[src/hw/rtl/shs_pkg.sv]
// ----------------------------------------------------------------------------
// shs_pkg
// Shared types, constants and round functions of the SHA-256 stream hasher.
// ----------------------------------------------------------------------------
package shs_pkg;

    typedef struct packed {
        logic       write_byte;  // store data byte at fill position, advance fill
        logic [7:0] byte_val;
        logic       load;        // copy chain value into working registers
        logic       round;       // run one compression round
        logic       add;         // fold working registers into chain value
        logic       absorb;      // count one full block of message bits
        logic       pad;         // apply 0x80, zeros and (if room) length
        logic       pad_len;     // zero words 0..13, length in words 14..15
        logic       init;        // restart for the next message
        logic [1:0] out_idx;
    } t_cmd;

    typedef struct packed {
        logic fill_last;   // fill is 63, next byte completes the block
        logic fill_ge56;   // no room for the length field
        logic round_done;  // round 63 in progress
    } t_sts;

    localparam logic [31:0] IV [8] = '{
        32'h6a09e667, 32'hbb67ae85, 32'h3c6ef372, 32'ha54ff53a,
        32'h510e527f, 32'h9b05688c, 32'h1f83d9ab, 32'h5be0cd19
    };

    localparam logic [63:0] BLOCK_BITS = 64'd512;
    localparam logic [7:0]  PAD_BYTE   = 8'h80;

    function automatic logic [31:0] round_k(input logic [5:0] idx);
        logic [31:0] k;
        unique case (idx)
            6'd0:  k = 32'h428a2f98;  6'd1:  k = 32'h71374491;
            6'd2:  k = 32'hb5c0fbcf;  6'd3:  k = 32'he9b5dba5;
            6'd4:  k = 32'h3956c25b;  6'd5:  k = 32'h59f111f1;
            6'd6:  k = 32'h923f82a4;  6'd7:  k = 32'hab1c5ed5;
            6'd8:  k = 32'hd807aa98;  6'd9:  k = 32'h12835b01;
            6'd10: k = 32'h243185be;  6'd11: k = 32'h550c7dc3;
            6'd12: k = 32'h72be5d74;  6'd13: k = 32'h80deb1fe;
            6'd14: k = 32'h9bdc06a7;  6'd15: k = 32'hc19bf174;
            6'd16: k = 32'he49b69c1;  6'd17: k = 32'hefbe4786;
            6'd18: k = 32'h0fc19dc6;  6'd19: k = 32'h240ca1cc;
            6'd20: k = 32'h2de92c6f;  6'd21: k = 32'h4a7484aa;
            6'd22: k = 32'h5cb0a9dc;  6'd23: k = 32'h76f988da;
            6'd24: k = 32'h983e5152;  6'd25: k = 32'ha831c66d;
            6'd26: k = 32'hb00327c8;  6'd27: k = 32'hbf597fc7;
            6'd28: k = 32'hc6e00bf3;  6'd29: k = 32'hd5a79147;
            6'd30: k = 32'h06ca6351;  6'd31: k = 32'h14292967;
            6'd32: k = 32'h27b70a85;  6'd33: k = 32'h2e1b2138;
            6'd34: k = 32'h4d2c6dfc;  6'd35: k = 32'h53380d13;
            6'd36: k = 32'h650a7354;  6'd37: k = 32'h766a0abb;
            6'd38: k = 32'h81c2c92e;  6'd39: k = 32'h92722c85;
            6'd40: k = 32'ha2bfe8a1;  6'd41: k = 32'ha81a664b;
            6'd42: k = 32'hc24b8b70;  6'd43: k = 32'hc76c51a3;
            6'd44: k = 32'hd192e819;  6'd45: k = 32'hd6990624;
            6'd46: k = 32'hf40e3585;  6'd47: k = 32'h106aa070;
            6'd48: k = 32'h19a4c116;  6'd49: k = 32'h1e376c08;
            6'd50: k = 32'h2748774c;  6'd51: k = 32'h34b0bcb5;
            6'd52: k = 32'h391c0cb3;  6'd53: k = 32'h4ed8aa4a;
            6'd54: k = 32'h5b9cca4f;  6'd55: k = 32'h682e6ff3;
            6'd56: k = 32'h748f82ee;  6'd57: k = 32'h78a5636f;
            6'd58: k = 32'h84c87814;  6'd59: k = 32'h8cc70208;
            6'd60: k = 32'h90befffa;  6'd61: k = 32'ha4506ceb;
            6'd62: k = 32'hbef9a3f7;  6'd63: k = 32'hc67178f2;
            default: k = 32'h0;
        endcase
        return k;
    endfunction

    function automatic logic [31:0] rotr(input logic [31:0] x, input int n);
        return (x >> n) | (x << (32 - n));
    endfunction

    function automatic logic [31:0] big_sigma0(input logic [31:0] x);
        return rotr(x, 2) ^ rotr(x, 13) ^ rotr(x, 22);
    endfunction

    function automatic logic [31:0] big_sigma1(input logic [31:0] x);
        return rotr(x, 6) ^ rotr(x, 11) ^ rotr(x, 25);
    endfunction

    function automatic logic [31:0] small_sigma0(input logic [31:0] x);
        return rotr(x, 7) ^ rotr(x, 18) ^ (x >> 3);
    endfunction

    function automatic logic [31:0] small_sigma1(input logic [31:0] x);
        return rotr(x, 17) ^ rotr(x, 19) ^ (x >> 10);
    endfunction

endpackage

[src/hw/rtl/shs_datapath.sv]
// ----------------------------------------------------------------------------
// shs_datapath
// Block buffer as a 16-word schedule window, working registers, chain value,
// fill and bit counters. One compression round per cycle.
// ----------------------------------------------------------------------------
module shs_datapath (
    input  logic               i_clk,
    input  logic               i_rst_n,
    input  shs_pkg::t_cmd      i_cmd,
    output shs_pkg::t_sts      o_sts,
    output logic [63:0]        o_digest_word
);

    logic [31:0] r_w     [16];
    logic [31:0] r_v     [8];
    logic [31:0] r_chain [8];
    logic [5:0]  r_fill;
    logic [63:0] r_bits;
    logic [5:0]  r_round;

    logic [63:0] total_bits;
    logic [31:0] pad_w   [16];
    logic [31:0] next_w;
    logic [31:0] t1;
    logic [31:0] t2;
    logic [31:0] ch;
    logic [31:0] maj;

    assign total_bits = r_bits + {55'd0, r_fill, 3'd0};

    // Keep bytes below the fill, marker at the fill, zeros above.
    always_comb begin
        for (int j = 0; j < 16; j++) begin
            for (int b = 0; b < 4; b++) begin
                if (6'(4 * j + b) < r_fill) begin
                    pad_w[j][8 * (3 - b) +: 8] = r_w[j][8 * (3 - b) +: 8];
                end else if (6'(4 * j + b) == r_fill) begin
                    pad_w[j][8 * (3 - b) +: 8] = shs_pkg::PAD_BYTE;
                end else begin
                    pad_w[j][8 * (3 - b) +: 8] = 8'd0;
                end
            end
        end
    end

    assign next_w = shs_pkg::small_sigma1(r_w[14]) + r_w[9]
                  + shs_pkg::small_sigma0(r_w[1]) + r_w[0];

    assign ch  = (r_v[4] & r_v[5]) ^ (~r_v[4] & r_v[6]);
    assign maj = (r_v[0] & r_v[1]) ^ (r_v[0] & r_v[2]) ^ (r_v[1] & r_v[2]);
    assign t1  = r_v[7] + shs_pkg::big_sigma1(r_v[4]) + ch
               + shs_pkg::round_k(r_round) + r_w[0];
    assign t2  = shs_pkg::big_sigma0(r_v[0]) + maj;

    // Schedule window / block buffer
    always_ff @(posedge i_clk) begin
        if (i_cmd.write_byte) begin
            r_w[r_fill[5:2]][8 * (3 - 32'(r_fill[1:0])) +: 8] <= i_cmd.byte_val;
        end else if (i_cmd.round) begin
            for (int j = 0; j < 15; j++) begin
                r_w[j] <= r_w[j + 1];
            end
            r_w[15] <= next_w;
        end else if (i_cmd.pad) begin
            for (int j = 0; j < 14; j++) begin
                r_w[j] <= pad_w[j];
            end
            if (r_fill[5:3] == 3'b111) begin
                r_w[14] <= pad_w[14];
                r_w[15] <= pad_w[15];
            end else begin
                r_w[14] <= total_bits[63:32];
                r_w[15] <= total_bits[31:0];
            end
        end else if (i_cmd.pad_len) begin
            for (int j = 0; j < 14; j++) begin
                r_w[j] <= 32'd0;
            end
            r_w[14] <= total_bits[63:32];
            r_w[15] <= total_bits[31:0];
        end
    end

    // Working registers and round counter
    always_ff @(posedge i_clk) begin
        if (i_cmd.load) begin
            for (int j = 0; j < 8; j++) begin
                r_v[j] <= r_chain[j];
            end
        end else if (i_cmd.round) begin
            r_v[0] <= t1 + t2;
            r_v[1] <= r_v[0];
            r_v[2] <= r_v[1];
            r_v[3] <= r_v[2];
            r_v[4] <= r_v[3] + t1;
            r_v[5] <= r_v[4];
            r_v[6] <= r_v[5];
            r_v[7] <= r_v[6];
        end
    end

    always_ff @(posedge i_clk) begin
        if (!i_rst_n) begin
            r_round <= 6'd0;
            r_fill  <= 6'd0;
            r_bits  <= 64'd0;
            for (int j = 0; j < 8; j++) begin
                r_chain[j] <= shs_pkg::IV[j];
            end
        end else begin
            if (i_cmd.load) begin
                r_round <= 6'd0;
            end else if (i_cmd.round) begin
                r_round <= r_round + 6'd1;
            end
            if (i_cmd.add) begin
                for (int j = 0; j < 8; j++) begin
                    r_chain[j] <= r_chain[j] + r_v[j];
                end
            end else if (i_cmd.init) begin
                for (int j = 0; j < 8; j++) begin
                    r_chain[j] <= shs_pkg::IV[j];
                end
            end
            // Fill wraps to zero on the 64th byte.
            if (i_cmd.write_byte) begin
                r_fill <= r_fill + 6'd1;
            end else if (i_cmd.init) begin
                r_fill <= 6'd0;
            end
            if (i_cmd.absorb) begin
                r_bits <= r_bits + shs_pkg::BLOCK_BITS;
            end else if (i_cmd.init) begin
                r_bits <= 64'd0;
            end
        end
    end

    assign o_sts.fill_last  = (r_fill == 6'd63);
    assign o_sts.fill_ge56  = (r_fill[5:3] == 3'b111);
    assign o_sts.round_done = (r_round == 6'd63);

    assign o_digest_word = {r_chain[{i_cmd.out_idx, 1'b0}], r_chain[{i_cmd.out_idx, 1'b1}]};

endmodule

[src/hw/rtl/shs_ctrl.sv]
// ----------------------------------------------------------------------------
// shs_ctrl
// Sequencer: byte intake, compression passes, padding and digest output.
// ----------------------------------------------------------------------------
module shs_ctrl (
    input  logic           i_clk,
    input  logic           i_rst_n,
    input  logic           i_valid,
    input  logic [7:0]     i_data_byte,
    input  logic           i_has_byte,
    input  logic           i_is_last,
    output logic           o_stall,
    output logic           o_valid,
    input  logic           i_stall,
    output logic [1:0]     o_word_index,
    output logic           o_last_word,
    output shs_pkg::t_cmd  o_cmd,
    input  shs_pkg::t_sts  i_sts
);

    typedef enum logic [2:0] {
        S_IDLE, S_LOAD, S_RUN, S_ADD, S_PAD, S_PADLEN, S_OUT
    } t_state;

    typedef enum logic [1:0] {
        K_ABSORB, K_EXTRA, K_FINAL
    } t_kind;

    t_state     r_state, n_state;
    t_kind      r_kind, n_kind;
    logic       r_pend_last, n_pend_last;
    logic [1:0] r_oidx, n_oidx;
    logic       in_acc;
    logic       out_acc;

    assign o_stall      = (r_state != S_IDLE);
    assign o_valid      = (r_state == S_OUT);
    assign o_word_index = r_oidx;
    assign o_last_word  = (r_oidx == 2'd3);
    assign in_acc       = i_valid && (r_state == S_IDLE);
    assign out_acc      = o_valid && !i_stall;

    always_comb begin
        n_state     = r_state;
        n_kind      = r_kind;
        n_pend_last = r_pend_last;
        n_oidx      = r_oidx;
        o_cmd            = '0;
        o_cmd.byte_val   = i_data_byte;
        o_cmd.out_idx    = r_oidx;
        unique case (r_state)
            S_IDLE: begin
                if (in_acc) begin
                    o_cmd.write_byte = i_has_byte;
                    if (i_has_byte && i_sts.fill_last) begin
                        n_kind      = K_ABSORB;
                        n_pend_last = i_is_last;
                        n_state     = S_LOAD;
                    end else if (i_is_last) begin
                        n_state = S_PAD;
                    end
                end
            end
            S_PAD: begin
                o_cmd.pad = 1'b1;
                n_kind    = i_sts.fill_ge56 ? K_EXTRA : K_FINAL;
                n_state   = S_LOAD;
            end
            S_PADLEN: begin
                o_cmd.pad_len = 1'b1;
                n_kind        = K_FINAL;
                n_state       = S_LOAD;
            end
            S_LOAD: begin
                o_cmd.load = 1'b1;
                n_state    = S_RUN;
            end
            S_RUN: begin
                o_cmd.round = 1'b1;
                if (i_sts.round_done) begin
                    n_state = S_ADD;
                end
            end
            S_ADD: begin
                o_cmd.add = 1'b1;
                unique case (r_kind)
                    K_ABSORB: begin
                        o_cmd.absorb = 1'b1;
                        n_pend_last  = 1'b0;
                        n_state      = r_pend_last ? S_PAD : S_IDLE;
                    end
                    K_EXTRA: n_state = S_PADLEN;
                    K_FINAL: begin
                        n_oidx  = 2'd0;
                        n_state = S_OUT;
                    end
                    default: n_state = S_IDLE;
                endcase
            end
            S_OUT: begin
                if (out_acc) begin
                    if (r_oidx == 2'd3) begin
                        o_cmd.init = 1'b1;
                        n_state    = S_IDLE;
                    end else begin
                        n_oidx = r_oidx + 2'd1;
                    end
                end
            end
            default: n_state = S_IDLE;
        endcase
    end

    always_ff @(posedge i_clk) begin
        if (!i_rst_n) begin
            r_state     <= S_IDLE;
            r_kind      <= K_ABSORB;
            r_pend_last <= 1'b0;
            r_oidx      <= 2'd0;
        end else begin
            r_state     <= n_state;
            r_kind      <= n_kind;
            r_pend_last <= n_pend_last;
            r_oidx      <= n_oidx;
        end
    end

`ifndef NO_ASSERTIONS
    a_no_intake_during_output: assert property (@(posedge i_clk) disable iff (!i_rst_n)
        o_valid |-> o_stall)
        else $error("input taken while digest is being emitted");

    a_last_goes_busy: assert property (@(posedge i_clk) disable iff (!i_rst_n)
        in_acc && i_is_last |=> o_stall)
        else $error("last transaction did not start finishing");

    a_done_after_word3: assert property (@(posedge i_clk) disable iff (!i_rst_n)
        out_acc && o_last_word |=> !o_valid && !o_stall)
        else $error("block not idle after final digest word");

    a_rounds_then_add: assert property (@(posedge i_clk) disable iff (!i_rst_n)
        (r_state == S_RUN) && i_sts.round_done |=> (r_state == S_ADD))
        else $error("compression did not end after round 63");
`endif

endmodule

[src/hw/rtl/sha256_stream_hasher.sv]
// ----------------------------------------------------------------------------
// sha256_stream_hasher
// SHA-256 over a byte stream; digest out as four 64-bit big-endian words.
// ----------------------------------------------------------------------------
// Accepts one transaction per cycle while it only buffers bytes. The byte
// that completes a 64-byte block starts a pass, with input stalled: load
// the working registers, run 64 rounds at one round per cycle, fold the
// result into the chain value. A last transaction adds a padding step and
// a pass (two, with a length-only step between, when 56 or more bytes are
// pending), then four output transactions, after which the hasher restarts.
module sha256_stream_hasher (
    input  logic        i_clk,
    input  logic        i_rst_n,
    input  logic        i_valid,
    output logic        o_stall,
    input  logic [7:0]  i_data_byte,
    input  logic        i_has_byte,
    input  logic        i_is_last,
    output logic        o_valid,
    input  logic        i_stall,
    output logic [63:0] o_digest_word,
    output logic [1:0]  o_word_index,
    output logic        o_last_word
);

    shs_pkg::t_cmd cmd;
    shs_pkg::t_sts sts;

    shs_ctrl u_ctrl (
        .i_clk        (i_clk),
        .i_rst_n      (i_rst_n),
        .i_valid      (i_valid),
        .i_data_byte  (i_data_byte),
        .i_has_byte   (i_has_byte),
        .i_is_last    (i_is_last),
        .o_stall      (o_stall),
        .o_valid      (o_valid),
        .i_stall      (i_stall),
        .o_word_index (o_word_index),
        .o_last_word  (o_last_word),
        .o_cmd        (cmd),
        .i_sts        (sts)
    );

    shs_datapath u_datapath (
        .i_clk         (i_clk),
        .i_rst_n       (i_rst_n),
        .i_cmd         (cmd),
        .o_sts         (sts),
        .o_digest_word (o_digest_word)
    );

endmodule

[config.mk]
export PLATFORM = sky130hd
export DESIGN_NAME = sha256_stream_hasher
export DESIGN_NICKNAME = d
export VERILOG_FILES = /design/src/hw/rtl/shs_pkg.sv /design/src/hw/rtl/shs_datapath.sv /design/src/hw/rtl/shs_ctrl.sv /design/src/hw/rtl/sha256_stream_hasher.sv
export SDC_FILE = /design/constraint.sdc
export NUM_CORES = 2
export LEC_CHECK = 0
export BUFFER_PORTS_ARGS = -buffer_cell sky130_fd_sc_hd__buf_2
export CAP_MARGIN = 20
export CORE_ASPECT_RATIO = 0.9
export CORE_MARGIN = 3
export CORE_UTILIZATION = 45
export CTS_BUF_LIST = sky130_fd_sc_hd__clkbuf_8
export DETAILED_ROUTE_END_ITERATION = 6
export PLACE_DENSITY_LB_ADDON = 0.08
export SKIP_CTS_REPAIR_TIMING = 1
export SYNTH_ARGS = -nofsm -noshare
export SYNTH_HDL_FRONTEND = slang
export SYNTH_SLANG_ARGS = --single-unit
export TNS_END_PERCENT = 30
[constraint.sdc]
create_clock -name i_clk -period 7.2 [get_ports i_clk]
set_clock_uncertainty 0.1 [all_clocks]
set_input_delay 1.44 -clock i_clk [delete_from_list [all_inputs] [get_ports i_clk]]
set_output_delay 1.44 -clock i_clk [all_outputs]
set_load 0.05 [all_outputs]
==> flow_summary.yaml <==
status:
  run_status: "finished, violations left"
  violations: "design-rule violations, negative setup slack"
min_path:
  min_from: "u_datapath.r_w[8][25]"
  hold_class: "reg -> reg"
  hold-path-endpoint: "u_datapath.r_w[8][25]"
  hold_depth: 1
floorplanning:
  initial_core_util_pct: 45.7
  pin_count: 83
  die_w_um: 435
  die_h_um: 392
  core-area_mm2: 0.163
  placementRows: 140
  dieArea_mm2: 0.170
sta:
  rsz0062_at_grt: "yes"
  setup_viol: 27
  setup_ws_ns: -0.843
  relSlewSlack_pct: 17.3
  worst_slew_pin_slew_ns: 1.23
  period_needed_ns: 8.04
  hold_viol_final: 0
  slew_violations: 0
  fin_crit_sh_pct: 112
  max_freq_ghz: 0.124
  fin_setup_tns_ns: -12.15
synthesis:
  async_flop_share_pct: 0
  synth_area_mm2: 0.0745
  yosysWarnings: 0
  synth_edf_count: 832
  avgSynthCellArea_um2: 9.82
  ys_types: 89
  synth-main-ff-cell: "edfxtp_1"
  seq_area_frac_synth_pct: 41.6
  syn-num-nets: 8195
  ys_ff_latch: 1133
  synthCells: 7584
worst_setup_path:
  max_stage_delay_ns: 0.56
  crit_fanout: 4
  required_ns: 7.77
  crit_type: "reg -> reg"
  end_kind: "flip-flop"
  r2r_end: "u_datapath.r_v[0][28]"
  r2r-start: "u_datapath.r_v[1][12]"
  cp-start-kind: "flip-flop"
  crit_top_cell: "fa_1"
  worst_path_max_delay_cell: "o41a_1"
  critical_path_arrival_ns: 8.61
  reg2reg_slack_ns: -0.84
  rr_worst_depth: 35
detailed_routing:
  wl_um: 303000
  viasPerCell: 6.18
  route.detailed.drc: 2
  dr.pass1.iters: 7
  post_drt_wl_per_cell_um: 29.6
  final_antenna_net_count: 0
  via_count: 63400
  drt_iter0_drc: 8832
cts:
  cts-root-buf: "clkbuf_8"
  cts_buffers: 203
  clock-sinks: 1133
  tritoncts: "done"
  clk_path_buf_depth: 3
  clk_latency_ns: 0.96
  clk_pin_slew_ns: 0.07
  htree_levels: 4
finish:
  layout_common_cells: "nand2_1, edfxtp_1, a21oi_1, a21o_1, nor2_1"
  utilization_pct: 51.5
  fill_cells: 15100
  stdcell_count: 10300
  fin_nets: 8481
  final_common_cell: "nand2_1"
  multi_input_comb_area_mm2: 0.0411
  seqCellArea_mm2: 0.0310
  drive_gt1_share_pct: 13.8
  synthToLayoutAreaGrowth_pct: 12.8
grt:
  antenna_found_initial: 17
  grt_use_total_pct: 34.7
  grt_pass1_vias: 59100
  grt_start_max_net_pins: 149
  grt_pass1_wl_um: 432000
  gr-total-overflow: 0
placed_design:
  hpwl_um: 230000
  io_buffers: 82
  gp_congestion: 0.980
  dp.cells: 9851
  place_ws_ns: -1.08
flow_run:
  maxCapViolations: 0
==> worst max-delay path by stage <==
stage	startpoint	end	slack, ns
2_1_floorplan	u_datapath.r_v[1][27]	u_datapath.r_v[0][28]	0.002
3_3_place_gp	u_datapath.r_v[1][27]	u_datapath.r_v[1][31]	-1.11
3_5_place_dp	u_datapath.r_v[1][27]	u_datapath.r_v[1][31]	-1.08
4_1_cts	u_datapath.r_v[1][27]	u_datapath.r_v[1][31]	-1.19
5_1_grt	u_datapath.r_v[1][12]	u_datapath.r_v[0][28]	-1.18
6_report	u_datapath.r_v[1][12]	u_datapath.r_v[0][28]	-0.84
==> Yosys cell counts (all sizes together), types with 58 or more instances <==
master	number	area [um2]
nand2b	64	400
xor2	180	1580
clkbuf	386	1450
o211ai	60	450
and3	75	469
fa	195	3900
mux4	65	1460
xnor2	397	3480
mux2	100	1130
dfxtp	301	6030
inv	291	1090
nor2b	58	363
o21ai	384	1920
nor3	96	480
a21o	510	3830
o21a	75	563
nor2	503	1890
buf	63	257
ha	402	5030
edfxtp	832	25000
nand2	959	3600
a21oi	703	3520
a211oi	63	473
nand3	151	756
a221o	77	771
==> worst max-delay path, delay by kind of cell, from the launching register on <==
family	cells	cell delay, ns
XOR/XNOR	4	0.76
AO/OA/AOI/OAI	15	3.13
adder cells (fa/ha/maj)	7	2.66
AND/OR/NAND/NOR	4	0.28
buffers and inverters	5	0.43
flip-flops	1	0.43
==> stage by stage <==
stage                     hold WS (ns)  area, um2
final                            0.374      84000
after global routing             0.387      84000
after CTS                        0.376      83600
after detailed placement         0.360      79500
after global placement           0.352      79400
after floorplan                  0.341      74600
==> cell type report <==
| class | instances | share of cell area [%] |
|---|---|---|
| Multi-Input combinational cell | 5708 | 48.9 |
| Clock buffer | 236 | 3.87 |
| Inverter | 294 | 1.32 |
| Antenna cell | 5 | 0.0149 |
| Timing Repair Buffer | 530 | 4.58 |
| Sequential cell | 1133 | 36.9 |
| Tap cell | 2201 | 3.28 |
| Clock inverter | 149 | 1.07 |
==> metal layers <==
metal / vias to the layer above / GRT usage (%) / part of all wire, %
met1: 31700 / 53.8 / 47
met3: 401 / 9.43 / 11
li1: 28000 / - / -
met5: - / 0.651 / 0.074
met4: 12 / 8.27 / 2.6
met2: 3258 / 47.1 / 39
==> cell families after synthesis <==
group,share of synthesized area [%]
buffers and inverters,3.77
multiplexers,3.69
adder cells (fa/ha/maj),12.3
AO/OA/AOI/OAI,19.1
XOR/XNOR,6.80
flip-flops,41.6
AND/OR/NAND/NOR,12.7
==> state kept, by name (all words and copies together) (netlist names), named ones only <==
register,flops
u_ctrl.o_word_index,2
u_datapath.r_round,6
u_datapath.r_chain,256
u_datapath.r_w,512
u_datapath.r_v,256
u_datapath.r_bits,55
u_ctrl.r_state,3
u_ctrl.r_kind,2
u_ctrl.r_pend_last,1
u_datapath.r_fill,6
Power is left out: the tool's default activity adds up to more than one toggle a clock period on the data nets, which glitch-free logic cannot reach.
